### config.mk
export PLATFORM = sky130hd
export DESIGN_NAME = matrix4_multiply
export DESIGN_NICKNAME = d
export VERILOG_FILES = /design/src/sv/m4mul_pkg.sv /design/src/sv/matrix4_multiply.sv /design/src/sv/m4mul_ctrl.sv /design/src/sv/m4mul_dp.sv
export SDC_FILE = /design/constraint.sdc
export NUM_CORES = 2
export LEC_CHECK = 0
export BUFFER_PORTS_ARGS = -buffer_cell sky130_fd_sc_hd__buf_2
export CORE_MARGIN = 8
export CORE_UTILIZATION = 45
export CTS_CLUSTER_DIAMETER = 150
export DETAILED_ROUTE_END_ITERATION = 12
export GPL_TIMING_DRIVEN = 0
export PLACE_DENSITY_LB_ADDON = 0.2
export SYNTH_ARGS = -nofsm -noshare
export SYNTH_HDL_FRONTEND = slang
export SYNTH_SLANG_ARGS = --single-unit
### constraint.sdc
create_clock -name clk -period 21.2 [get_ports clk]
set_input_delay 1.06 -clock clk [delete_from_list [all_inputs] [get_ports clk]]
set_output_delay 1.06 -clock clk [all_outputs]
set_load 0.005 [all_outputs]
### src/sv/m4mul_pkg.sv
// ----------------------------------------------------------------------------
// m4mul_pkg
// Types and constants shared by the fixed-point matrix multiplier modules.
// ----------------------------------------------------------------------------
package m4mul_pkg;

  // Field widths fixed by the item formats
  localparam int unsigned IDX_W  = 4;
  localparam int unsigned DATA_W = 32;

  // Largest store address width over the supported matrix sizes (up to 8x8)
  localparam int unsigned MAX_ADDR_W = 6;

  // Right shift that turns a Q32.32 product sum back into Q16.16
  localparam int unsigned FRAC_W = 16;

  localparam logic [DATA_W-1:0] SAT_POS = 32'h7FFF_FFFF;
  localparam logic [DATA_W-1:0] SAT_NEG = 32'h8000_0000;

  localparam logic SIDE_LEFT  = 1'b0;
  localparam logic SIDE_RIGHT = 1'b1;

  typedef struct packed {
    logic                     operand_side;
    logic [IDX_W-1:0]         element_index;
    logic signed [DATA_W-1:0] element_value;
    logic                     compute_after;
  } in_item_t;

  typedef struct packed {
    logic [IDX_W-1:0]         result_index;
    logic signed [DATA_W-1:0] result_value;
    logic                     saturated;
    logic                     last_element;
  } out_item_t;

  typedef enum logic [1:0] {
    ST_IDLE,
    ST_ISSUE,
    ST_WAIT
  } state_t;

  // Controller to datapath
  typedef struct packed {
    logic                  wr_en;
    logic                  rd_en;
    logic                  first;
    logic                  last;
    logic                  last_elem;
    logic [IDX_W-1:0]      elem_idx;
    logic [MAX_ADDR_W-1:0] left_addr;
    logic [MAX_ADDR_W-1:0] right_addr;
  } cmd_t;

  // Datapath to controller
  typedef struct packed {
    logic out_taken;
  } sts_t;

endpackage

### src/sv/matrix4_multiply.sv
// ----------------------------------------------------------------------------
// matrix4_multiply
// Fixed-point (Q16.16) DIM x DIM matrix multiplier with element load port.
//
//   channel  | handshake           | payload
//   ---------+---------------------+------------------------------------------
//   in_      | in_valid / in_stall | side, index, element, compute flag
//   out_     | out_valid/out_stall | index, product element, saturated, last
//
// Load items are taken back to back while no compute is running.
// A compute item stores its element, then emits DIM*DIM results one at a
// time through the one shared multiply-accumulate unit (read, multiply,
// accumulate, output register); the next result is issued once the previous
// one transfers. in_stall stays high until the last result transfers.
// out_stall holds the output register and the sequencer.
// Reset is synchronous; the element stores are not cleared.
// ----------------------------------------------------------------------------
module matrix4_multiply #(
  parameter int DIM = 4
) (
  input  logic                 clk,
  input  logic                 rst_n,
  input  logic                 in_valid,
  output logic                 in_stall,
  input  m4mul_pkg::in_item_t  in_data,
  output logic                 out_valid,
  input  logic                 out_stall,
  output m4mul_pkg::out_item_t out_data
);

  m4mul_pkg::cmd_t cmd;
  m4mul_pkg::sts_t sts;

  m4mul_ctrl #(
    .DIM (DIM)
  ) u_ctrl (
    .clk              (clk),
    .rst_n            (rst_n),
    .in_valid         (in_valid),
    .in_compute_after (in_data.compute_after),
    .in_stall         (in_stall),
    .cmd              (cmd),
    .sts              (sts)
  );

  m4mul_dp #(
    .DIM (DIM)
  ) u_dp (
    .clk       (clk),
    .rst_n     (rst_n),
    .in_data   (in_data),
    .cmd       (cmd),
    .sts       (sts),
    .out_valid (out_valid),
    .out_stall (out_stall),
    .out_data  (out_data)
  );

endmodule

### src/sv/m4mul_ctrl.sv
// ----------------------------------------------------------------------------
// m4mul_ctrl
// Sequencer: takes load items, then walks row, column and inner index to
// issue store reads for each product element, one element at a time.
// ----------------------------------------------------------------------------
module m4mul_ctrl #(
  parameter int DIM = 4
) (
  input  logic             clk,
  input  logic             rst_n,
  input  logic             in_valid,
  input  logic             in_compute_after,
  output logic             in_stall,
  output m4mul_pkg::cmd_t  cmd,
  input  m4mul_pkg::sts_t  sts
);

  localparam int CW = $clog2(DIM);

  m4mul_pkg::state_t state_r, state_nxt;
  logic [CW-1:0] k_r, k_nxt;
  logic [CW-1:0] c_r, c_nxt;
  logic [CW-1:0] r_r, r_nxt;

  logic       accept;
  logic       last_k, last_c, last_r;
  logic [7:0] left_addr8, right_addr8, elem8;

  always_ff @(posedge clk) begin
    if (!rst_n) begin
      state_r <= m4mul_pkg::ST_IDLE;
      k_r     <= '0;
      c_r     <= '0;
      r_r     <= '0;
    end else begin
      state_r <= state_nxt;
      k_r     <= k_nxt;
      c_r     <= c_nxt;
      r_r     <= r_nxt;
    end
  end

  assign last_k = (k_r == CW'(DIM - 1));
  assign last_c = (c_r == CW'(DIM - 1));
  assign last_r = (r_r == CW'(DIM - 1));

  assign left_addr8  = 8'(r_r) * 8'(DIM) + 8'(k_r);
  assign right_addr8 = 8'(k_r) * 8'(DIM) + 8'(c_r);
  assign elem8       = 8'(r_r) * 8'(DIM) + 8'(c_r);

  assign in_stall = (state_r != m4mul_pkg::ST_IDLE);
  assign accept   = in_valid && (state_r == m4mul_pkg::ST_IDLE);

  always_comb begin
    state_nxt      = state_r;
    k_nxt          = k_r;
    c_nxt          = c_r;
    r_nxt          = r_r;
    cmd            = '0;
    cmd.wr_en      = accept;
    cmd.first      = (k_r == '0);
    cmd.last       = last_k;
    cmd.last_elem  = last_c && last_r;
    cmd.elem_idx   = elem8[m4mul_pkg::IDX_W-1:0];
    cmd.left_addr  = left_addr8[m4mul_pkg::MAX_ADDR_W-1:0];
    cmd.right_addr = right_addr8[m4mul_pkg::MAX_ADDR_W-1:0];
    unique case (state_r)
      m4mul_pkg::ST_IDLE: begin
        if (accept && in_compute_after) begin
          state_nxt = m4mul_pkg::ST_ISSUE;
          k_nxt     = '0;
          c_nxt     = '0;
          r_nxt     = '0;
        end
      end
      m4mul_pkg::ST_ISSUE: begin
        cmd.rd_en = 1'b1;
        if (last_k) begin
          k_nxt     = '0;
          state_nxt = m4mul_pkg::ST_WAIT;
        end else begin
          k_nxt = k_r + 1'b1;
        end
      end
      m4mul_pkg::ST_WAIT: begin
        // hold until the finished element is transferred out
        if (sts.out_taken) begin
          if (last_c && last_r) begin
            state_nxt = m4mul_pkg::ST_IDLE;
          end else begin
            state_nxt = m4mul_pkg::ST_ISSUE;
            if (last_c) begin
              c_nxt = '0;
              r_nxt = r_r + 1'b1;
            end else begin
              c_nxt = c_r + 1'b1;
            end
          end
        end
      end
      default: begin
        state_nxt = m4mul_pkg::ST_IDLE;
      end
    endcase
  end

endmodule

### src/sv/m4mul_dp.sv
// ----------------------------------------------------------------------------
// m4mul_dp
// Datapath: left and right element stores, read stage, 32x32 multiplier,
// wide accumulator, shift/saturate and the output register.
// ----------------------------------------------------------------------------
module m4mul_dp #(
  parameter int DIM = 4
) (
  input  logic                 clk,
  input  logic                 rst_n,
  input  m4mul_pkg::in_item_t  in_data,
  input  m4mul_pkg::cmd_t      cmd,
  output m4mul_pkg::sts_t      sts,
  output logic                 out_valid,
  input  logic                 out_stall,
  output m4mul_pkg::out_item_t out_data
);

  localparam int NUM   = DIM * DIM;
  localparam int AW    = $clog2(NUM);
  localparam int ACC_W = 64 + $clog2(DIM);
  localparam int TOP_W = ACC_W - 47;

  typedef struct packed {
    logic                        first;
    logic                        last;
    logic                        last_elem;
    logic [m4mul_pkg::IDX_W-1:0] elem_idx;
  } tag_t;

  logic [m4mul_pkg::DATA_W-1:0] left_mem  [NUM];
  logic [m4mul_pkg::DATA_W-1:0] right_mem [NUM];

  logic [7:0] wr_idx8;
  logic       wr_ok;

  logic                        rd_vld_r, mul_vld_r, acc_vld_r;
  tag_t                        rd_tag_r, mul_tag_r;
  logic                        acc_last_elem_r;
  logic [m4mul_pkg::IDX_W-1:0] acc_idx_r;
  logic signed [31:0]          lrd_r, rrd_r;
  logic signed [63:0]          prod_r;
  logic signed [ACC_W-1:0]     acc_r;
  logic signed [ACC_W-1:0]     prod_ext;

  logic [TOP_W-1:0]             acc_top;
  logic                         fits;
  logic [m4mul_pkg::DATA_W-1:0] fin_value;

  logic                 out_valid_r;
  m4mul_pkg::out_item_t out_data_r;
  logic                 out_taken;

  // Store writes; an index past the last entry stores nothing
  assign wr_idx8 = 8'(in_data.element_index);
  assign wr_ok   = cmd.wr_en && (wr_idx8 < 8'(NUM));

  always_ff @(posedge clk) begin
    if (wr_ok && (in_data.operand_side == m4mul_pkg::SIDE_LEFT)) begin
      left_mem[wr_idx8[AW-1:0]] <= in_data.element_value;
    end
  end

  always_ff @(posedge clk) begin
    if (wr_ok && (in_data.operand_side == m4mul_pkg::SIDE_RIGHT)) begin
      right_mem[wr_idx8[AW-1:0]] <= in_data.element_value;
    end
  end

  // Read stage
  always_ff @(posedge clk) begin
    if (cmd.rd_en) begin
      lrd_r <= left_mem[cmd.left_addr[AW-1:0]];
      rrd_r <= right_mem[cmd.right_addr[AW-1:0]];
    end
    rd_tag_r.first     <= cmd.first;
    rd_tag_r.last      <= cmd.last;
    rd_tag_r.last_elem <= cmd.last_elem;
    rd_tag_r.elem_idx  <= cmd.elem_idx;
  end

  // Multiply stage
  always_ff @(posedge clk) begin
    prod_r    <= lrd_r * rrd_r;
    mul_tag_r <= rd_tag_r;
  end

  assign prod_ext = {{(ACC_W-64){prod_r[63]}}, prod_r};

  // Accumulate stage: the first product of an element restarts the sum
  always_ff @(posedge clk) begin
    if (mul_vld_r) begin
      acc_r <= mul_tag_r.first ? prod_ext : acc_r + prod_ext;
    end
    acc_last_elem_r <= mul_tag_r.last_elem;
    acc_idx_r       <= mul_tag_r.elem_idx;
  end

  always_ff @(posedge clk) begin
    if (!rst_n) begin
      rd_vld_r  <= 1'b0;
      mul_vld_r <= 1'b0;
      acc_vld_r <= 1'b0;
    end else begin
      rd_vld_r  <= cmd.rd_en;
      mul_vld_r <= rd_vld_r;
      acc_vld_r <= mul_vld_r && mul_tag_r.last;
    end
  end

  // Shift right by the fraction width; the sum fits when every bit from
  // bit 47 up matches the sign
  assign acc_top   = acc_r[ACC_W-1:47];
  assign fits      = (&acc_top) || (~|acc_top);
  assign fin_value = fits ? acc_r[m4mul_pkg::FRAC_W +: m4mul_pkg::DATA_W]
                   : (acc_r[ACC_W-1] ? m4mul_pkg::SAT_NEG : m4mul_pkg::SAT_POS);

  assign out_taken = out_valid_r && !out_stall;

  always_ff @(posedge clk) begin
    if (!rst_n) begin
      out_valid_r <= 1'b0;
    end else if (acc_vld_r) begin
      out_valid_r <= 1'b1;
    end else if (out_taken) begin
      out_valid_r <= 1'b0;
    end
  end

  always_ff @(posedge clk) begin
    if (acc_vld_r) begin
      out_data_r.result_index <= acc_idx_r;
      out_data_r.result_value <= fin_value;
      out_data_r.saturated    <= !fits;
      out_data_r.last_element <= acc_last_elem_r;
    end
  end

  assign out_valid     = out_valid_r;
  assign out_data      = out_data_r;
  assign sts.out_taken = out_taken;

endmodule

==> results list <==
- The run finished with clean final reports.
* Root Driver: clkbuf_16
- The initialized floorplan defines roughly 160 standard-cell rows.
- On the worst path, the slowest cell contributes a delay of around 1.1 ns.
* Relative slew slack: 0.0637
- Highest Clock Rate: 0.0996 GHz
- After clock tree synthesis, the setup repair step added 0 buffers.
- Max-slew violation total from the final report: 0
* TritonCTS clock tree: yes
* Total Nets Final: slightly above 8,000
- After routing, the total negative slack on setup checks comes to 0 ns.
* Vias per Instance: approximately 5.6
* Yosys warning total: 0
- Remaining Overflow, GRT: 0
- Across every metal layer, demand over resource in global routing totals 0.255.
- Number of DRC markers after the initial detailed-route iteration: about 4,800
- Counting flops with an async set or reset pin after synthesis yields a share of 0.
- Buffers inserted to repair hold after CTS numbered 0.
- Across all setup checks in the final design, the least slack found is around 11 ns.
* Area inside the core boundary: 0.192 mm²
- The initial utilization of the core area, before any placement, comes to 0.452.
- Number of nets in the synthesized netlist: 7,821
- Post-synthesis register bit count: roughly 1,300
- After detailed placement, the design holds a cell count of roughly 9,000.
- Critical path startpoint category: register
- Crit-path slowest cell: fa_1
- Full die area: 0.208 mm²
* Worst min path class: reg -> reg
* Count of flip-flops with a built-in enable after synthesis: approximately 1,200
* Biggest area contributors in the synthesized netlist: edfxtp_1 41%, fa_1 25%, mux4_2 8.3%, inv_1 4.5%, and2_1 3.8%
- Pin count of the biggest net entering global routing: 40
- STA classifies the critical path endpoint as a register.
- The first detailed-routing pass took 7 iterations.
- Fill cells in the final layout number ~17,000.
- Summed instance area of the synthesized netlist: a little under 0.09 mm²
- After synthesis, the mean cell area works out to 13.5 µm².
- The H-tree was split into 4 levels.
- The most used flip-flop cell after synthesis is edfxtp_1.
* Maximum fanout count along the critical path: 11
* Number of DRC violations after detailed routing: 0
- Final worst path period need: approximately 10 ns
* Data arrival at the endpoint of the critical path: 10.70 ns
- By startpoint and endpoint, the worst setup path is classified as reg -> reg.
- Post-detailed-route wirelength per cell: 28.4 µm
- In this run the remaining antenna-violating nets after routing total 0.
- Setup Viol. Count Final: 0
- Final-report hold violation count: 0
- Synthesis produced a netlist whose cell count is 6,443.
* Clk slew on worst S/H paths: 0.06 ns
* Non-filler cells, final: approximately 9,400
* Endpoint required time on the critical path: roughly 22 ns
* Core Util, Final: 0.501
- Sorting the synthesized cells by how often they occur yields 1,192 x edfxtp_1, 1,083 x fa_1, 1,033 x inv_1, 603 x nand2_1, 535 x and2_1.
- Clock skew on the completed layout was measured at 0.0560 ns.
- Worst skew pair latency: approximately 0.8 ns
* Number of antenna violations at the first check in global routing: 26
- In this run the horizontal extent of the chip is between 400 and 500 µm.
- The die is 456 µm tall.
* Routed wire length: roughly 270 mm
- Number of placed I/O pins: between 80 and 90
- Cell type contributing the most total cell area after synthesis: edfxtp_1
- After synthesis, the netlist uses 87 different library cells.
- Sequential area share after synthesis: 0.434
* Fin crit share: 0.473
* Cts repair resizes: 0
- Number of I/O port buffers: 79
* Global-route wire length before repair: 388 mm
* MaxCap Viol Count: 0
* Area grow syn2layout: 10.6%
- For this block, the via count after detailed routing is roughly 53,000.
- The number of clock buffers added by TritonCTS is roughly 140.
- Weighted congestion at the end of routability-driven global placement: 1.00
- The tree built by TritonCTS fans out to ~1,300 sinks.
- The share of synthesized area in the top cell type comes to 0.412.
- Measured slew at the worst slew-check pin: between 1 and 1.5 ns
* Dominant delay contributor by cell family on the critical path: adder cells
* Unrepaired setup endpoints after global routing: false
- Detailed placer's ending HPWL: roughly 210 mm
* Fraction of layout cells with a size suffix above 1: 0.106
- The most numerous cell type found on the critical path is fa_1.
* Number of global-route vias before repair: about 56,000
- Cell with the most instances after synthesis: edfxtp_1
- DP Worst Slack: approximately 11 ns
- Crit path buffers/inverters: 8
* Max Buffers Root-to-Sink: 3
## per-layer routing
metal	track usage	routed length, µm	vias to the layer above
li1	-	-	22100
met1	0.320	102000	28000
met2	0.431	130000	2100
met3	0.0535	19600	569
met4	0.106	13400	16
met5	0	105	-
## stage by stage
step	area [µm²]	hold WS [ns]
2_1_floorplan	87000	0.310
3_3_place_gp	90500	0.312
3_5_place_dp	91700	0.312
4_1_cts	96200	0.325
5_1_grt	96200	0.331
6_report	96200	0.325
## layout by cell type, fill, tap and decap left out, types with 25 or more instances in the layout
cell type	Yosys	routed
mux4_2	320	320
xnor2_1	78	78
buf_2	8	87
nand2b_1	25	25
ha_1	253	253
clkbuf_1	301	332
o21ai_0	84	84
nand4_1	35	35
and2_1	535	535
dfxtp_1	95	93
o21ai_1	29	29
edfxtp_1	1192	1192
nor2_1	112	88
o21bai_1	27	27
nand2_1	603	603
a21oi_1	129	129
nand3_1	36	36
inv_1	1033	1032
fa_1	1083	1083
xor2_1	42	42
a21o_1	120	120
buf_1	25	25
buf_6	0	29
clkbuf_16	0	139
## registers in the layout (all words and copies together), names as in the netlist, 4 cells and up
signal and flops:
u_dp.acc_r 66, u_dp.out_data 38, u_dp.left_mem 512, u_dp.lrd_r 32
u_dp.rd_tag_r 7, u_dp.right_mem 512, u_dp.acc_idx_r 4, u_dp.mul_tag_r 7
u_dp.rrd_r 32, u_dp.prod_r 64
## area by class of cell
class / instances / area, µm² / area share
inverters: 1035 / 3880 / 0.0404
plain buffers: 334 / 1260 / 0.0131
repair buffers: 138 / 1310 / 0.0136
diodes: 8 / 20.0 / 0.000208
multi-input cells: 3787 / 44300 / 0.461
well taps: 2526 / 3160 / 0.0329
clock buffers: 177 / 3690 / 0.0384
flip-flops and latches: 1287 / 37700 / 0.392
clock inverters: 73 / 837 / 0.00870
## final timing paths
check	endpoint	slack (ns)	cells past startpoint	startpoint
max	u_dp.prod_r[62]	11.16	28	u_dp.rrd_r[5]
min	u_dp.acc_idx_r[1]	0.33	0	u_dp.mul_tag_r[1]
min reg2reg	u_dp.acc_idx_r[1]	0.33	0	u_dp.mul_tag_r[1]
max reg2reg	u_dp.prod_r[62]	11.16	28	u_dp.rrd_r[5]
## kinds of logic after synthesis
kind of cell	share of synthesized area
buffers and inverters	0.0592
xor gates and xnor gates	0.0121
muxes	0.0837
AOI/OAI and AO/OA	0.0410
adders and majority gates	0.286
DFF	0.434
and+or+nand+nor	0.0847
Power is not shown: default switching activity piles up to over one toggle a cycle in this logic, so the estimate is an artifact.
